**config.mk**
```make
export PLATFORM = sky130hd
export DESIGN_NAME = analog_key_rapid_trigger_top
export DESIGN_NICKNAME = d
export VERILOG_FILES = /design/src/hdl/akrt_pkg.sv /design/src/hdl/akrt_ram.sv /design/src/hdl/akrt_decide.sv /design/src/hdl/analog_key_rapid_trigger_top.sv
export SDC_FILE = /design/constraint.sdc
export NUM_CORES = 1
export LEC_CHECK = 0
export BUFFER_PORTS_ARGS = -buffer_cell sky130_fd_sc_hd__buf_2
export CAP_MARGIN = 20
export CORE_ASPECT_RATIO = 1.5
export CORE_MARGIN = 2
export CORE_UTILIZATION = 40
export DETAILED_ROUTE_END_ITERATION = 8
export HOLD_SLACK_MARGIN = 0.08
export PLACE_DENSITY_LB_ADDON = 0.1
export SYNTH_ARGS = -nofsm -noshare
export SYNTH_HDL_FRONTEND = slang
export SYNTH_SLANG_ARGS = --single-unit
```
**constraint.sdc**
```tcl
create_clock -name clk -period 6.6 [get_ports clk]
set_input_delay 1.65 -clock clk [delete_from_list [all_inputs] [get_ports clk]]
set_output_delay 1.65 -clock clk [all_outputs]
set_load 0.01 [all_outputs]
```
**src/hdl/akrt_pkg.sv**
```systemverilog
// ---------------------------------------------------------------------------
// akrt_pkg: shared types and constants for the rapid trigger key block
// Register indexes, reset values, field widths and the structs that carry
// key settings and per-key state between modules.
// ---------------------------------------------------------------------------
package akrt_pkg;

  localparam int IDX_W  = 6;
  localparam int POS_W  = 8;
  localparam int DMM_W  = 7;
  localparam int CFG_AW = 3;
  localparam int CFG_DW = 7;

  // Wide enough for 127 * 4 + 255.
  localparam int THR_W = 10;

  localparam logic [THR_W-1:0] RELEASE_OFFSET = THR_W'(2);

  localparam logic [CFG_AW-1:0] REG_USE_PER_KEY    = 3'd0;
  localparam logic [CFG_AW-1:0] REG_GLOBAL_ACT     = 3'd1;
  localparam logic [CFG_AW-1:0] REG_GLOBAL_RAPID   = 3'd2;
  localparam logic [CFG_AW-1:0] REG_GLOBAL_PSENS   = 3'd3;
  localparam logic [CFG_AW-1:0] REG_GLOBAL_RSENS   = 3'd4;

  localparam logic             RST_USE_PER_KEY  = 1'b0;
  localparam logic [DMM_W-1:0] RST_GLOBAL_ACT   = 7'd20;
  localparam logic             RST_GLOBAL_RAPID = 1'b0;
  localparam logic [DMM_W-1:0] RST_GLOBAL_PSENS = 7'd2;
  localparam logic [DMM_W-1:0] RST_GLOBAL_RSENS = 7'd2;

  typedef struct packed {
    logic [DMM_W-1:0] actuation;
    logic             rapid;
    logic [DMM_W-1:0] press_sens;
    logic [DMM_W-1:0] release_sens;
  } key_settings_t;

  typedef struct packed {
    logic             pressed;
    logic [POS_W-1:0] extreme;
  } key_state_t;

  localparam int STATE_W = $bits(key_state_t);

endpackage

```
**src/hdl/akrt_ram.sv**
```systemverilog
// ---------------------------------------------------------------------------
// akrt_ram: generic single-port-write, single-port-read RAM
// One write and one registered read per cycle; the read returns the old
// contents when both touch the same address.
// ---------------------------------------------------------------------------
module akrt_ram #(
  parameter int WIDTH  = 8,
  parameter int DEPTH  = 64,
  parameter int ADDR_W = (DEPTH > 1) ? $clog2(DEPTH) : 1
) (
  input  logic              clk,
  input  logic              wr_en,
  input  logic [ADDR_W-1:0] wr_addr,
  input  logic [WIDTH-1:0]  wr_data,
  input  logic              rd_en,
  input  logic [ADDR_W-1:0] rd_addr,
  output logic [WIDTH-1:0]  rd_data
);

  logic [WIDTH-1:0] mem [DEPTH];

  always_ff @(posedge clk) begin
    if (wr_en) begin
      mem[wr_addr] <= wr_data;
    end
    if (rd_en) begin
      rd_data <= mem[rd_addr];
    end
  end

endmodule

```
**src/hdl/akrt_decide.sv**
```systemverilog
// ---------------------------------------------------------------------------
// akrt_decide: press/release decision for one key reading
// Combines the key's stored state, its settings and the new position into
// the next stored state, in plain hysteresis or rapid trigger mode.
// ---------------------------------------------------------------------------
module akrt_decide
  import akrt_pkg::*;
#(
  parameter int STEPS_PER_DMM = 2
) (
  input  logic [POS_W-1:0] position,
  input  key_settings_t    settings,
  input  key_state_t       cur,
  output key_state_t       nxt
);

  localparam logic [THR_W-1:0] STEPS = THR_W'(STEPS_PER_DMM);

  logic [THR_W-1:0] act_pt;
  logic [THR_W-1:0] rel_pt;
  logic [THR_W-1:0] press_steps;
  logic [THR_W-1:0] release_steps;
  logic [THR_W-1:0] pos_w;
  logic [THR_W-1:0] ext_w;
  logic             rel_wrap;
  logic             pos_at_rel;
  logic             ext_at_rel;
  logic             reached_act;
  logic             rapid_release;
  logic             rapid_press;

  always_comb begin
    act_pt        = THR_W'(settings.actuation) * STEPS;
    press_steps   = THR_W'(settings.press_sens) * STEPS;
    release_steps = THR_W'(settings.release_sens) * STEPS;
    rel_pt        = act_pt - RELEASE_OFFSET;
    pos_w         = THR_W'(position);
    ext_w         = THR_W'(cur.extreme);

    // A release point below zero wraps above every position.
    rel_wrap    = act_pt < RELEASE_OFFSET;
    pos_at_rel  = rel_wrap || (pos_w <= rel_pt);
    ext_at_rel  = rel_wrap || (ext_w <= rel_pt);
    reached_act = pos_w >= act_pt;

    rapid_release = ((pos_w + release_steps) <= ext_w) || pos_at_rel;
    rapid_press   = reached_act && (ext_at_rel || (pos_w >= (ext_w + press_steps)));

    nxt = cur;
    if (settings.rapid) begin
      if (cur.pressed) begin
        if (rapid_release) begin
          nxt.pressed = 1'b0;
          nxt.extreme = position;
        end else if (position > cur.extreme) begin
          nxt.extreme = position;
        end
      end else begin
        if (rapid_press) begin
          nxt.pressed = 1'b1;
          nxt.extreme = position;
        end else if (position < cur.extreme) begin
          nxt.extreme = position;
        end
      end
    end else begin
      nxt.pressed = cur.pressed ? !pos_at_rel : reached_act;
    end
  end

endmodule

```
**src/hdl/analog_key_rapid_trigger_top.sv**
```systemverilog
// Rapid trigger decision for analog keys: each word on the input channel is one
// reading of one key, and exactly one word comes back on the output channel with
// the key's new pressed state, in order. A reading can be taken every cycle while
// the output is not held by out_ready. Both the reading and its result are
// registered, in the input and state read stage and the output register. This is
// because the per-key state (pressed flag and travel extreme) lives in a RAM
// with a registered read, and the decision is registered before it leaves.
// Back-to-back readings of the same key are forwarded around the RAM. Per-key
// state is clear right after reset with no clearing pass, and readings for keys
// at or above NUM_KEYS return released without touching any state.
// ---------------------------------------------------------------------------
// analog_key_rapid_trigger_top: analog key rapid trigger top level
// Input and state read stage, decision logic and output register, plus the
// configuration registers for the global key settings.
// ---------------------------------------------------------------------------
module analog_key_rapid_trigger_top
  import akrt_pkg::*;
#(
  parameter int NUM_KEYS      = 64,
  parameter int STEPS_PER_DMM = 2
) (
  input  logic              clk,
  input  logic              rst,

  input  logic              cfg_write,
  input  logic [CFG_AW-1:0] cfg_index,
  input  logic [CFG_DW-1:0] cfg_data,

  input  logic              in_valid,
  output logic              in_ready,
  input  logic [IDX_W-1:0]  key_index,
  input  logic [POS_W-1:0]  key_position,
  input  logic [DMM_W-1:0]  key_actuation_dmm,
  input  logic              key_rapid_enable,
  input  logic [DMM_W-1:0]  key_press_sens_dmm,
  input  logic [DMM_W-1:0]  key_release_sens_dmm,

  output logic              out_valid,
  input  logic              out_ready,
  output logic              pressed
);

  localparam int AW = (NUM_KEYS > 1) ? $clog2(NUM_KEYS) : 1;
  localparam logic [8:0] NK = 9'(NUM_KEYS);

  // Configuration registers.
  logic             use_per_key;
  logic [DMM_W-1:0] global_act;
  logic             global_rapid;
  logic [DMM_W-1:0] global_psens;
  logic [DMM_W-1:0] global_rsens;

  // Input and state read stage.
  logic             s1_valid;
  logic             s1_in_range;
  logic [AW-1:0]    s1_addr;
  logic [POS_W-1:0] s1_position;
  key_settings_t    s1_key_set;
  logic             s1_entry_valid;
  logic             fwd_hit;
  key_state_t       fwd_state;

  logic             in_fire;
  logic             s1_adv;
  logic             in_range;
  logic [7:0]       idx_wide;
  logic [AW-1:0]    in_addr;
  logic             wr_en;
  logic [AW-1:0]    wr_addr;
  logic [STATE_W-1:0] ram_rdata;
  key_state_t       cur_state;
  key_state_t       nxt_state;
  key_settings_t    s1_set;
  logic             pressed_next;

  logic [NUM_KEYS-1:0] key_valid;

  assign idx_wide = 8'(key_index);
  assign in_addr  = idx_wide[AW-1:0];
  assign in_range = {3'b000, key_index} < NK;

  assign s1_adv   = !out_valid || out_ready;
  assign in_ready = !s1_valid || s1_adv;
  assign in_fire  = in_valid && in_ready;

  assign wr_en   = s1_valid && s1_adv && s1_in_range;
  assign wr_addr = s1_addr;

  always_comb begin
    if (fwd_hit) begin
      cur_state = fwd_state;
    end else if (s1_entry_valid) begin
      cur_state = key_state_t'(ram_rdata);
    end else begin
      cur_state = '0;
    end
  end

  always_comb begin
    if (use_per_key) begin
      s1_set = s1_key_set;
    end else begin
      s1_set.actuation    = global_act;
      s1_set.rapid        = global_rapid;
      s1_set.press_sens   = global_psens;
      s1_set.release_sens = global_rsens;
    end
  end

  assign pressed_next = s1_in_range && nxt_state.pressed;

  akrt_ram #(
    .WIDTH (STATE_W),
    .DEPTH (NUM_KEYS),
    .ADDR_W(AW)
  ) u_state_ram (
    .clk    (clk),
    .wr_en  (wr_en),
    .wr_addr(wr_addr),
    .wr_data(nxt_state),
    .rd_en  (in_fire),
    .rd_addr(in_addr),
    .rd_data(ram_rdata)
  );

  akrt_decide #(
    .STEPS_PER_DMM(STEPS_PER_DMM)
  ) u_decide (
    .position(s1_position),
    .settings(s1_set),
    .cur     (cur_state),
    .nxt     (nxt_state)
  );

  always_ff @(posedge clk) begin
    if (rst) begin
      use_per_key  <= RST_USE_PER_KEY;
      global_act   <= RST_GLOBAL_ACT;
      global_rapid <= RST_GLOBAL_RAPID;
      global_psens <= RST_GLOBAL_PSENS;
      global_rsens <= RST_GLOBAL_RSENS;
    end else if (cfg_write) begin
      case (cfg_index)
        REG_USE_PER_KEY:  use_per_key  <= cfg_data[0];
        REG_GLOBAL_ACT:   global_act   <= cfg_data;
        REG_GLOBAL_RAPID: global_rapid <= cfg_data[0];
        REG_GLOBAL_PSENS: global_psens <= cfg_data;
        REG_GLOBAL_RSENS: global_rsens <= cfg_data;
        default: ;
      endcase
    end
  end

  always_ff @(posedge clk) begin
    if (rst) begin
      s1_valid  <= 1'b0;
      out_valid <= 1'b0;
      fwd_hit   <= 1'b0;
      key_valid <= '0;
    end else begin
      if (in_fire) begin
        s1_valid <= 1'b1;
        // The RAM read misses a write to the same key at this edge.
        fwd_hit  <= wr_en && (wr_addr == in_addr);
      end else if (s1_adv) begin
        s1_valid <= 1'b0;
      end
      if (s1_adv) begin
        out_valid <= s1_valid;
      end
      if (wr_en) begin
        key_valid[wr_addr] <= 1'b1;
      end
    end
  end

  always_ff @(posedge clk) begin
    if (in_fire) begin
      s1_in_range             <= in_range;
      s1_addr                 <= in_addr;
      s1_position             <= key_position;
      s1_key_set.actuation    <= key_actuation_dmm;
      s1_key_set.rapid        <= key_rapid_enable;
      s1_key_set.press_sens   <= key_press_sens_dmm;
      s1_key_set.release_sens <= key_release_sens_dmm;
      s1_entry_valid          <= in_range && key_valid[in_addr];
      fwd_state               <= nxt_state;
    end
    if (s1_valid && s1_adv) begin
      pressed <= pressed_next;
    end
  end

`ifndef SYNTH
  a_out_of_range_released: assert property (@(posedge clk) disable iff (rst)
    (s1_valid && s1_adv && !s1_in_range) |=> (out_valid && !pressed))
    else $error("key beyond range did not report released");

  a_full_stalls_input: assert property (@(posedge clk) disable iff (rst)
    (s1_valid && out_valid && !out_ready) |-> !in_ready)
    else $error("input taken while both stages are held");

  a_written_entry_valid: assert property (@(posedge clk) disable iff (rst)
    wr_en |=> key_valid[$past(wr_addr)])
    else $error("written key state not marked valid");

  a_plain_keeps_extreme: assert property (@(posedge clk) disable iff (rst)
    (wr_en && !s1_set.rapid) |-> (nxt_state.extreme == cur_state.extreme))
    else $error("plain mode changed the stored extreme");
`endif

endmodule
```
* Word-level counts from Yosys, hierarchy flattened
Memories as Yosys holds them, arrays and structs flattened. A register that Yosys moved wholly into a read port is not among the register bits.
Index checks and enable logic that the tools add are counted.
** Word-level totals
- Register bits :: 137
- RAM bits :: 576
- Input port bits :: 51
- Output and inout port bits :: 3
- Logic and storage cells :: 82
- Memories :: 1
** Cells by class
- $add $sub $neg :: 3
- Order comparisons :: 11
- Equal/unequal tests :: 5
- Mux-type cells :: 21
- Bitwise operators :: 1
- Reduce and logical (&&, ||, !) cells :: 21
** Memory list
- u_state_ram.mem :: depth 64, bits a word 9, read ports 1, clocked after memory_dff 1, write ports 1, RTL line akrt_ram.sv:20 : logic [WIDTH-1:0] mem [DEPTH];
** Operator list (number)
- $or A64 B64 Y64 :: 1
- $mux W8 :: 5
- $mux W9 :: 3
- $mux W22 :: 1
- $le A8 B10 Y1 :: 2
- $add A8 B8 Y9 :: 2
- $lt A6 B7 Y1 const B :: 2
- $ge A8 B10 Y1 :: 1
- $le A10 B8 Y1 :: 1
- $mux W1 :: 10
- $reduce_and A2 Y1 :: 5
- $sub A8 B2 Y9 const B :: 1
- $ge A8 B8 Y1 :: 1
- $gt A8 B8 Y1 :: 1
- $lt A8 B2 Y1 const B :: 1
- $lt A8 B8 Y1 :: 1
- $bmux W1 S6 :: 1
- $demux W1 S6 :: 1
- $eq A3 B2 Y1 const B :: 2
- $eq A6 B6 Y1 :: 1
- $ge A6 B1 Y1 const B :: 1
- $logic_or A1 B1 Y1 :: 6
- $logic_and A1 B1 Y1 :: 5
- $eq A3 B1 Y1 const B :: 1
- 4 further kinds :: 6

* Logic depth before layout (Yosys ltp)
Gate-level depths: netlist (run 1).
- Depth in word-level cells :: 9
- Depth in mapped cells :: 22

* By module
Synthesis (run 1) repeated with hierarchy kept, for this count alone.
** Second synthesis, totals
- Cells, all modules :: 1711
- Area, all modules :: 29893.7 µm²
** Modules (own cells, without submodules)
- akrt_ram :: instances 1, cells an instance 1020, area each 22684.3 µm², seq. area each 17566.8 µm²
- analog_key_rapid_trigger_top :: instances 1, cells an instance 481, area each 5495.3 µm², seq. area each 3213.1 µm²
- akrt_decide :: instances 1, cells an instance 210, area each 1714.1 µm², seq. area each 0.0 µm²

* Worst setup path before layout (run 1)
OpenSTA, ideal clock, no wires.
- Path kind :: reg2reg
- From :: reg use_per_key
- To :: reg fwd_state[1] in the netlist's numbering, data pin
- Library setup time :: 0.568 ns
- Arrival time :: 6.182 ns
- Slack :: -0.150 ns
- Cell stages (with the launch flop) :: 23
- Buffers on the path :: 3
- Period minus slack after synthesis :: 6.750 ns
- Cells stage by stage :: dfxtp_1 buf_4 buf_2 buf_1 mux2_2 ha_1 inv_1 fa_1 inv_1 a211oi_1 a21oi_1 maj3_1 maj3_1 xnor2_1 ha_1 nor2_1 nor2_1 o211ai_1 a31oi_1 o311ai_2 nand3b_1 o221ai_4 mux2i_1
** RTL lines
- start, declared :: RTL line analog_key_rapid_trigger_top.sv:47 : logic use_per_key;
- start signal, assigned :: RTL line analog_key_rapid_trigger_top.sv:144 : REG_USE_PER_KEY: use_per_key <= cfg_data[0];
- end signal, assigned :: RTL line analog_key_rapid_trigger_top.sv:187 : fwd_state <= nxt_state;
- end, declared :: RTL line analog_key_rapid_trigger_top.sv:61 : key_state_t fwd_state;

==> summary.txt, run 1 <==
Critical path
  • R2r worst-path depth: 18
  • Critical Path AT: 6000 ps
  • RR Startpoint: fwd_hit
  • Reg-to-reg endpoint: u_state_ram.mem[4][2]
  • Kind of critical path: reg -> reg
  • Reg2reg setup slack: 920 ps
  • CP max FO: 65
  • Startpoint Class: register
  • Critical Path End Type: register
  • Critical path required time: 6920 ps

Timing
  • Unrepaired setup endpoints after global routing: no
  • Skew final: 20.4 ps
  • Hold_ws: 454 ps
  • Finish-stage setup viols: 0
  • Least-Margin Pin Slew: 1080 ps
  • Fin. Hold Viols: 0
  • Pins Over Slew Limit: 0
  • Max Clock Freq: 176 MHz
  • Slew HR: 27.8%
  • Tmin final: 5680 ps
  • Period Utilization, post-route: 86.1%

Cells and area
  • Post-route cell area: 33700 sq um
  • Share of layout cells above drive strength 1: 27.3%
  • Final cell count without fillers: 2689
  • Fill count: 6230
  • Ant diodes: 0
  • Register area: 20800 sq um
  • Most frequent cells in the layout: 632 x edfxtp_1, 225 x nor2_1, 210 x mux4_2, 90 x dfxtp_1, 77 x clkbuf_16
  • Nets: ~1800
  • Commonest non-fill, non-tap cell in the layout: edfxtp_1
  • Multi-input logic area: just over 8000 sq um
  • Area delta synth->final: 14.3%

Power
  • Cell Pwr Density: roughly 290 nW/um^2
  • Peak supply drop: 184 uV
  • LEAKAGE: 0.0111 uW

Synth
  • Seq/Total Area, Yosys: a little over two thirds
  • Ys async rst share: 0%
  • Mapped cell area: 29400 sq um
  • Synth Warn #: 0
  • Synth unique cells: 63
  • Seq cells post-synth: 722
  • Post-Synthesis Cells: between 1500 and 2000
  • Syn_nets: 1683
  • Post-synth EDFFs: approximately 630
  • Main synth FF type: edfxtp_1
  • Post-synthesis average cell area: 18.6 sq um

CTS
  • Hold Buf Count CTS: 0
  • Clock buffer count from CTS: 71
  • Setup bufs post-CTS: 0
  • Worst-Skew Late Latency: 630 ps
  • Resized cells post-CTS: 0
  • CTS tree: done
  • CTS clock-pin slew for the worst setup and hold paths: 70 ps
  • Clock root buffer: clkbuf_16
  • Clk sinks: between 700 and 800
  • Max Root-Sink Buffers: 3
  • H-tree depth: 3

Drt
  • Vias: around 15000
  • DRT iter0 DRCs: 1166
  • Wire length per cell: 27.0 um
  • Post-route ant nets: 0
  • Drc violations: 0
  • TritonRoute pass-1 iters: 5
  • Via density: between 5 and 6
  • Final wirelength: around 72000 um

Floorplan
  • Die height: ~340 um
  • Effective utilization at floorplan: 40.5%
  • Die area: 75800 sq um
  • Num ports: 54
  • FP Rows: 121
  • DIE WIDTH: 226 um
  • Placeable Area: between 70000 and 80000 sq um

Placed design
  • Placed inst area: approximately 31000 sq um
  • PortBufs: 53
  • Inst Count DP: 2550
  • Routability cong.: around 0.86
  • DP HPWL: 46200 um

Worst hold path
  • Worst min-delay path class: reg -> reg
  • Worst Hold End: global_psens[3]
  • Hold path cells: 2
  • Hold Crit Start: global_psens[3]

Global routing
  • First-pass GRT wire length: 107000 um
  • Total track usage: between 15 and 20%
  • Largest net degree at the start of global routing: 73
  • Congestion Overflow GR: 0
  • Initial antenna violation count: 2
  • Vias in the first global route: 15800

Run status
  • Status: finished, final reports clean

Flow run
  • Max Cap Viol: 0
[power by group]
| group | switching (uW) | internal (uW) |
|---|---|---|
| Sequential | 29.5 | 5040 |
| Clock | 1710 | 2340 |
| Combinational | 371 | 249 |
| Total | 2110 | 7630 |
[registers in the layout (all words and copies together), names as in the netlist, 6 cells and up]
signal and cells:
global_act 7, s1_addr 6, global_psens 7, s1_position 8
fwd_state 9, s1_key_set 22, u_state_ram.mem 576, key_valid 64
u_state_ram.rd_data 9, global_rsens 7
[cells in the mapped netlist, types with 4 or more instances]
cell type	number	share of area, %
edfxtp_1	632	64
nor2_1	229	2.9
mux4_2	210	16
dfxtp_1	90	6.1
clkbuf_1	49	0.62
ha_1	47	2.0
nand2_1	34	0.43
mux2i_1	25	0.85
inv_1	24	0.31
xnor2_1	24	0.71
mux2_2	21	0.80
a21oi_1	18	0.31
nor2b_1	16	0.34
buf_2	14	0.24
o21ai_0	13	0.22
nand3_1	11	0.19
a21o_1	10	0.26
nand4_1	9	0.19
buf_1	8	0.10
o211ai_1	8	0.20
a211oi_1	6	0.15
a31oi_1	6	0.13
nand3b_1	6	0.15
nor3_1	5	0.085
a211o_1	4	0.12
a22o_1	4	0.12
a22oi_1	4	0.10
maj3_1	4	0.14
nand2b_1	4	0.085
[worst max-delay path, cell delays in order (launching register included)]
cell and delay, ps:
dfxtp_1 550, nor2b_1 270, a22oi_1 590, inv_1 140, ha_1 330, nand2_1 50, or2_2 270, mux2i_1 190
o31ai_1 140, maj3_1 390, xnor2_1 140, ha_1 320, a211oi_1 220, a31oi_1 130, o311ai_2 110, nand3b_1 160
o221ai_4 430, mux2i_4 300, buf_4 550
[metal layers]
| layer | vias to the layer above | share of wire (%) | GRT usage [%] |
|---|---|---|---|
| met5 | - | 0.028 | 0 |
| met4 | 4 | 2.7 | 6.96 |
| met3 | 102 | 3.7 | 3.09 |
| met2 | 301 | 55 | 36.2 |
| met1 | 7942 | 39 | 23.5 |
| li1 | 6586 | - | - |
[layout make-up]
cell class / count / area share (%)
sequential: 722 / 61.7
multi-input combinational: 763 / 24.7
clock buffer: 101 / 6.11
tap: 922 / 3.43
timing repair buffer: 128 / 2.99
clock inverter: 28 / 0.770
inverter: 25 / 0.279
[stage by stage]
stage / worst slack, ps / util (%) / TNS (ps) / total power [uW]
after floorplan: -150 / - / -19480 / 5560
after global placement: 788 / 42.8 / 0 / 5780
after detailed placement: 616 / 42.9 / 0 / 5790
after CTS: 589 / 46.1 / 0 / 9850
after global routing: 525 / 46.3 / 0 / 10100
final: 919 / 46.3 / 0 / 9740
[kinds of logic (layout without fill, tap and decap cells)]
group / count (synthesis) / count (layout) / share of synthesized area, %
compound gates: 97 / 97 / 2.44
flops: 722 / 722 / 70.6
fa+ha+maj: 53 / 53 / 2.27
buf+inv: 98 / 282 / 1.35
xor+xnor: 27 / 27 / 0.829
mux: 256 / 256 / 17.7
simple gates: 330 / 330 / 4.81
[worst max-delay path by stage]
stage,cells after the start,start,slack (ps),to
finish,18,fwd_hit,920,u_state_ram.mem[4][2]
global route,18,fwd_hit,530,u_state_ram.mem[6][2]
CTS,18,fwd_hit,590,u_state_ram.mem[10][7]
detailed placement,18,fwd_hit,620,u_state_ram.mem[47][5]
global placement,18,fwd_hit,790,u_state_ram.mem[36][0]
floorplan,22,use_per_key,-150,fwd_state[1]
Power figures use the tool's default switching activity.
==> run 2, diff against run 1 <==
Settings changed: CTS_BUF_LIST set to sky130_fd_sc_hd__clkbuf_8.
Clock period 6.6 ns to 5.1 ns, I/O delays scaled along.
==> run 2 against run 1 <==
  * Die area did not move
  * Power is 22% higher
  * Utilization decreased by 0.14 points
  * Register-to-register slack got worse by 630 ps
  * Critical endpoint is now u_state_ram.mem[2][4]
==> summary.txt, run 2 (synthesized netlist as in run 1, its figures left out) <==
CTS
  • H-tree depth: 3 (unchanged)
  • CTS clock-pin slew for the worst setup and hold paths: 70 ps (about the same)
  • Max Root-Sink Buffers: 3 (unchanged)
  • Clock buffer count from CTS: 109 (+54%)
  • CTS tree: done
  • Worst-Skew Late Latency: 740 ps (+110 ps)
  • Clock root buffer: clkbuf_8
  • Clk sinks: 722 (unchanged)

Global routing
  • Total track usage: 21.4% (+1.6 points)
  • Vias in the first global route: 16500 (+4.2%)
  • Initial antenna violation count: 3 (+1)
  • Largest net degree at the start of global routing: 66 (-9.6%)
  • First-pass GRT wire length: 114000 um (+6.4%)
  • Congestion Overflow GR: 0 (unchanged)

Cells and area
  • Share of layout cells above drive strength 1: 31.3% (+4.0 points)
  • Most frequent cells in the layout: 632 x edfxtp_1, 210 x mux4_2, 180 x nor2_1, 122 x clkbuf_8, 89 x dfxtp_1
  • Final cell count without fillers: 2769 (+3.0%)
  • Area delta synth->final: 14.0%
  • Max reg flops: 576 (unchanged)
  • Commonest non-fill, non-tap cell in the layout: edfxtp_1
  • Post-route cell area: 33600 sq um (-0.30%)
  • Fill count: 6246 (+0.26%)
  • Nets: 1848 (+2.0%)
  • Registers with the most flip-flops: u_state_ram.mem x576, key_valid x64, s1_key_set x22
  • Largest register by flop count: u_state_ram.mem

Timing
  • Least-Margin Pin Slew: 1050 ps (-28.1 ps)
  • Slew HR: 29.9% (+2.1 points)
  • Fin. Hold Viols: 0 (unchanged)
  • Finish-stage setup viols: 0 (unchanged)
  • Skew final: 48.3 ps (+27.9 ps)
  • Unrepaired setup endpoints after global routing: no
  • Max Clock Freq: 208 MHz (+18%)
  • Pins Over Slew Limit: 0 (unchanged)
  • Period Utilization, post-route: 94.3% (+8.2 points)
  • Final TNS setup: 0 ps (unchanged)
  • Tmin final: 4810 ps (-873 ps)

Flow run
  • Max Cap Viol: 0 (unchanged)

Placed design
  • Routability cong.: 0.823 (-4.2%)
  • Placed inst area: 31400 sq um (+0.90%)
  • PortBufs: 53 (unchanged)
  • DP HPWL: 50000 um (+8.3%)
  • Inst Count DP: 2554 (+0.16%)

Drt
  • Wire length per cell: 28.6 um (+6.2%)
  • Final wirelength: 79300 um (+9.4%)
  • DRT iter0 DRCs: 1283 (+10%)
  • TritonRoute pass-1 iters: 5 (unchanged)
  • Via density: 5.54 (-0.24%)
  • Drc violations: 0 (unchanged)
  • Vias: 15300 (+2.7%)
  • Post-route ant nets: 0 (unchanged)

Floorplan
  • Die area: 75800 sq um (unchanged)
  • Die height: 336 um (unchanged)
  • Num ports: 54 (unchanged)
  • Effective utilization at floorplan: 40.5% (unchanged)
  • DIE WIDTH: 226 um (unchanged)
  • FP Rows: 121 (unchanged)
  • Placeable Area: 72700 sq um (unchanged)

Critical path
  • Critical Path End Type: register
  • Kind of critical path: reg -> reg
  • Startpoint Class: register
  • Critical path required time: 5530 ps (-1390 ps)
  • Critical Path AT: 5240 ps (-760 ps)
  • CP max FO: 33 (-49%)

Power
  • Cell Pwr Density: 353 nW/um^2 (+22%)
  • Peak supply drop: 172 uV (-6.7%)
  • LEAKAGE: 0.0112 uW (+0.66%)

Worst hold path
  • Worst min-delay path class: reg -> reg

Run status
  • Status: finished, final reports clean
==> run 2: metrics by stage <==
step	utilization (%)	total power, uW	setup slack [ps]	hold WS (ps)
final	46.2	11800	292	460
after CTS	46.1	12000	151	463
after global routing	46.2	12300	27.8	488
after floorplan	-	7200	28.9	434
after detailed placement	43.3	7520	221	453
after global placement	43.3	7510	311	444
==> run 2: final cells by class <==
cell class / count / area [sq um] / share of cell area, %
Sequential cell: 722 / 20800 / 61.9
Tap cell: 922 / 1150 / 3.44
Inverter: 25 / 93.8 / 0.280
Timing Repair Buffer: 127 / 1010 / 3.02
Antenna cell: 3 / 7.51 / 0.0224
Clock inverter: 86 / 383 / 1.14
Clock buffer: 121 / 1670 / 4.96
Multi-Input combinational cell: 763 / 8460 / 25.2
==> run 2: where the power goes <==
part | switching [uW] | total [uW] | leakage [uW] | internal, uW
registers | 35.5 | 6560 | 0.00655 | 6520
clock network | 2270 | 4460 | 0.00122 | 2190
logic | 489 | 826 | 0.00344 | 337
==> run 2: worst paths after layout <==
check,from,to,slack [ps],cells after the start
setup reg to reg,s1_entry_valid,u_state_ram.mem[2][4],290,19
hold reg to reg,global_psens[6],global_psens[6],460,2
setup / recovery,s1_entry_valid,u_state_ram.mem[2][4],290,19
hold / removal,global_psens[6],global_psens[6],460,2
==> run 2: timing repair <==
item,in CTS,in global routing
hold buffers,0,0
setup endpoints to repair,0,193
setup buffers,0,4
gates resized for setup,0,3
==> run 2: critical path, stage by stage (launching register included) <==
cell,delay [ps]
edfxtp_1,420
nor2b_1,190
a22oi_2,150
inv_1,100
ha_1,300
nand2_1,50
or2_2,260
mux2i_1,180
o31ai_1,140
maj3_1,370
xnor2_1,140
ha_1,320
a211oi_1,240
a31oi_1,140
o311ai_2,140
nand3b_1,190
o221ai_4,360
buf_4,200
mux2_2,360
buf_4,240
==> run 2: per-layer routing <==
metal	GRT usage (%)	vias to the layer above	part of all wire (%)
met3	3.39	117	5.1
met4	8.34	2	3.3
li1	-	6675	-
met1	26.5	8099	39
met2	37.6	450	53
met5	0	-	0.013
==> run 3, diff against run 2 <==
Clock period 5.1 ns to 4.8 ns, I/O delays scaled along.
==> run 3 against run 2 <==
  * Combinational power increased by 7.6%
  * Final cell count grew 1.1%
  * Global-route usage about the same
  * Clock-buffer cell count grew 8
  * Clock skew shrank 4.4 ps
  * Hold slack got worse by 1.8 ps
  * Critical path depth up 1
  * Sequential power increased by 6.2%
  * Sequential cell count is the same
  * Utilization grew 0.49 points
  * Sequential share of layout area fell by 0.65 points
  * Worst setup slack worse by 36 ps
==> summary.txt, run 3 (synthesized netlist as in run 1, its figures left out) <==
Global routing
  • Initial antenna violation count: 3 (unchanged)
  • Busiest layer in global routing: met2
  • Total track usage: 21.5% (+0.035 points)
  • Met2 Track Usage GR: 38.4% (+0.85 points)
  • Met1 Use GR: 25.1% (-1.5 points)
  • Largest net degree at the start of global routing: 66 (unchanged)
  • First-pass GRT wire length: 114000 um (-0.25%)
  • Vias in the first global route: 16400 (-0.57%)
  • Congestion Overflow GR: 0 (unchanged)
  • Grt met3 use: 3.41% (+0.017 points)

CTS
  • CTS clock-pin slew for the worst setup and hold paths: 60 ps (about the same)
  • Clk sinks: 722 (unchanged)
  • Worst-Skew Late Latency: 760 ps (+20 ps)
  • H-tree depth: 3 (unchanged)
  • Hold Buf Count CTS: 0 (unchanged)
  • Clock buffer count from CTS: 109 (unchanged)
  • Max Root-Sink Buffers: 3 (unchanged)
  • Clock root buffer: clkbuf_8
  • CTS tree: done

Cells and area
  • Most frequent cells in the layout: 632 x edfxtp_1, 214 x nor2_1, 210 x mux4_2, 129 x clkbuf_8, 98 x buf_4
  • Area delta synth->final: 15.2%
  • Register area: 20800 sq um (about the same)
  • Nets: 1885 (+2.0%)
  • Share of layout cells above drive strength 1: 31.4% (+0.14 points)
  • Post-route cell area: 33900 sq um (+1.1%)
  • Commonest non-fill, non-tap cell in the layout: edfxtp_1
  • Fill count: 6256 (+0.16%)
  • Multi-input logic area: 8400 sq um (-0.62%)
  • Max reg flops: 576 (unchanged)
  • Registers with the most flip-flops: u_state_ram.mem x576, key_valid x64, s1_key_set x22
  • Largest register by flop count: u_state_ram.mem
  • Post-layout util: 46.7% (+0.49 points)

Floorplan
  • Placeable Area: 72700 sq um (unchanged)
  • DIE WIDTH: 226 um (unchanged)
  • Die area: 75800 sq um (unchanged)
  • Num ports: 54 (unchanged)
  • Effective utilization at floorplan: 40.5% (unchanged)
  • FP Rows: 121 (unchanged)
  • Die height: 336 um (unchanged)

Critical path
  • Critical path required time: 5230 ps (-300 ps)
  • Reg-to-reg endpoint: u_state_ram.mem[62][0]
  • Critical Path AT: 4970 ps (-270 ps)
  • Critical Path End Type: register
  • Kind of critical path: reg -> reg
  • Startpoint Class: register
  • RR Startpoint: s1_entry_valid
  • Critical Path Start: s1_entry_valid
  • CP max FO: 65 (+97%)
  • Crit path to: u_state_ram.mem[62][0]
  • R2r worst-path depth: 20 (+1)
  • Reg2reg setup slack: 260 ps (-40 ps)

Timing
  • Fin. Hold Viols: 0 (unchanged)
  • Slew HR: 27.9% (-2.0 points)
  • Pins Over Slew Limit: 0 (unchanged)
  • Period Utilization, post-route: 94.7% (+0.39 points)
  • Finish-stage setup viols: 0 (unchanged)
  • Unrepaired setup endpoints after global routing: no
  • Max Clock Freq: 220 MHz (+5.8%)
  • Least-Margin Pin Slew: 1080 ps (+29.7 ps)
  • Skew final: 44.0 ps (-4.36 ps)
  • Tmin final: 4540 ps (-264 ps)

Power
  • Cell Pwr Density: 378 nW/um^2 (+7.2%)
  • PnR Total Power: 12800 uW (+8.3%)
  • LEAKAGE: 0.0115 uW (+2.5%)
  • Peak supply drop: 181 uV (+5.5%)

Drt
  • Wire length per cell: 28.3 um (-1.2%)
  • Post-route ant nets: 0 (unchanged)
  • Final wirelength: 79200 um (-0.13%)
  • Via density: 5.54 (about the same)
  • Vias: 15500 (+1.0%)
  • Drc violations: 0 (unchanged)
  • TritonRoute pass-1 iters: 5 (unchanged)
  • DRT iter0 DRCs: 1195 (-6.9%)

Placed design
  • Placed inst area: 31700 sq um (+0.83%)
  • Routability cong.: 0.822 (-0.13%)
  • PortBufs: 53 (unchanged)
  • DP HPWL: 51300 um (+2.7%)

Run status
  • Status: finished, final reports clean

Worst hold path
  • Worst min-delay path class: reg -> reg

Flow run
  • Max Cap Viol: 0 (unchanged)
run 3: worst min path at each step:
stage	slack, ps	depth (start not counted)	startpoint	end
finish	460	2	global_psens[6]	global_psens[6]
global route	480	2	global_psens[5]	global_psens[5]
CTS	460	2	global_psens[6]	global_psens[6]
detailed placement	450	2	global_psens[6]	global_psens[6]
global placement	440	2	key_valid[11]	key_valid[11]
floorplan	430	2	global_psens[2]	global_psens[2]
run 3: where the power goes:
group,total (uW),internal (uW),switching (uW),leakage [uW]
Sequential,6970,6930,38.4,0.00655
Clock,4970,2560,2410,0.00128
Combinational,889,364,525,0.00365
Total,12800,9860,2970,0.0115
run 3: area by class of cell:
class                      instances  area share, %
sequential                       722           61.3
antenna                            1        0.00738
multi-input combinational        763           24.8
inverter                          25          0.277
timing repair buffer             164           3.86
clock inverter                    74           1.15
clock buffer                     129           5.24
tap                              922           3.40
run 3: metrics by stage:
| step | TNS, ps | instances | hold WS, ps | worst slack [ps] |
|---|---|---|---|---|
| floorplan | -19580 | 1583 | 434 | -242 |
| global placement | 0 | 2595 | 444 | 156 |
| detailed placement | 0 | 2595 | 449 | 148 |
| CTS | 0 | 2798 | 458 | 115 |
| global route | 0 | 2800 | 475 | 2.15 |
| finish | 0 | 2800 | 458 | 256 |
run 3: layer usage:
layer	share of wire [%]	vias up
met5	0.010	-
met4	4.4	2
met3	4.7	159
met2	53	429
met1	38	8162
li1	-	6749
run 3: repair_timing:
action	in CTS	in global routing
resized for setup	0	5
setup endpoints to repair	0	520
buffers inserted	0	1
run 3: worst max-delay path, cell delays in order, from the launching register on:
cell and delay, ps:
edfxtp_1 390, nor2b_4 150, a22oi_2 180, inv_1 100
ha_1 300, nand2_1 50, or2_2 270, mux2i_2 210
o31ai_2 110, maj3_2 320, xnor2_1 130, ha_1 340
nand4_1 100, a21o_1 170, a31oi_2 210, o311ai_2 140
nand3b_1 190, o221ai_4 130, buf_12 170, mux2_2 290
buf_12 170
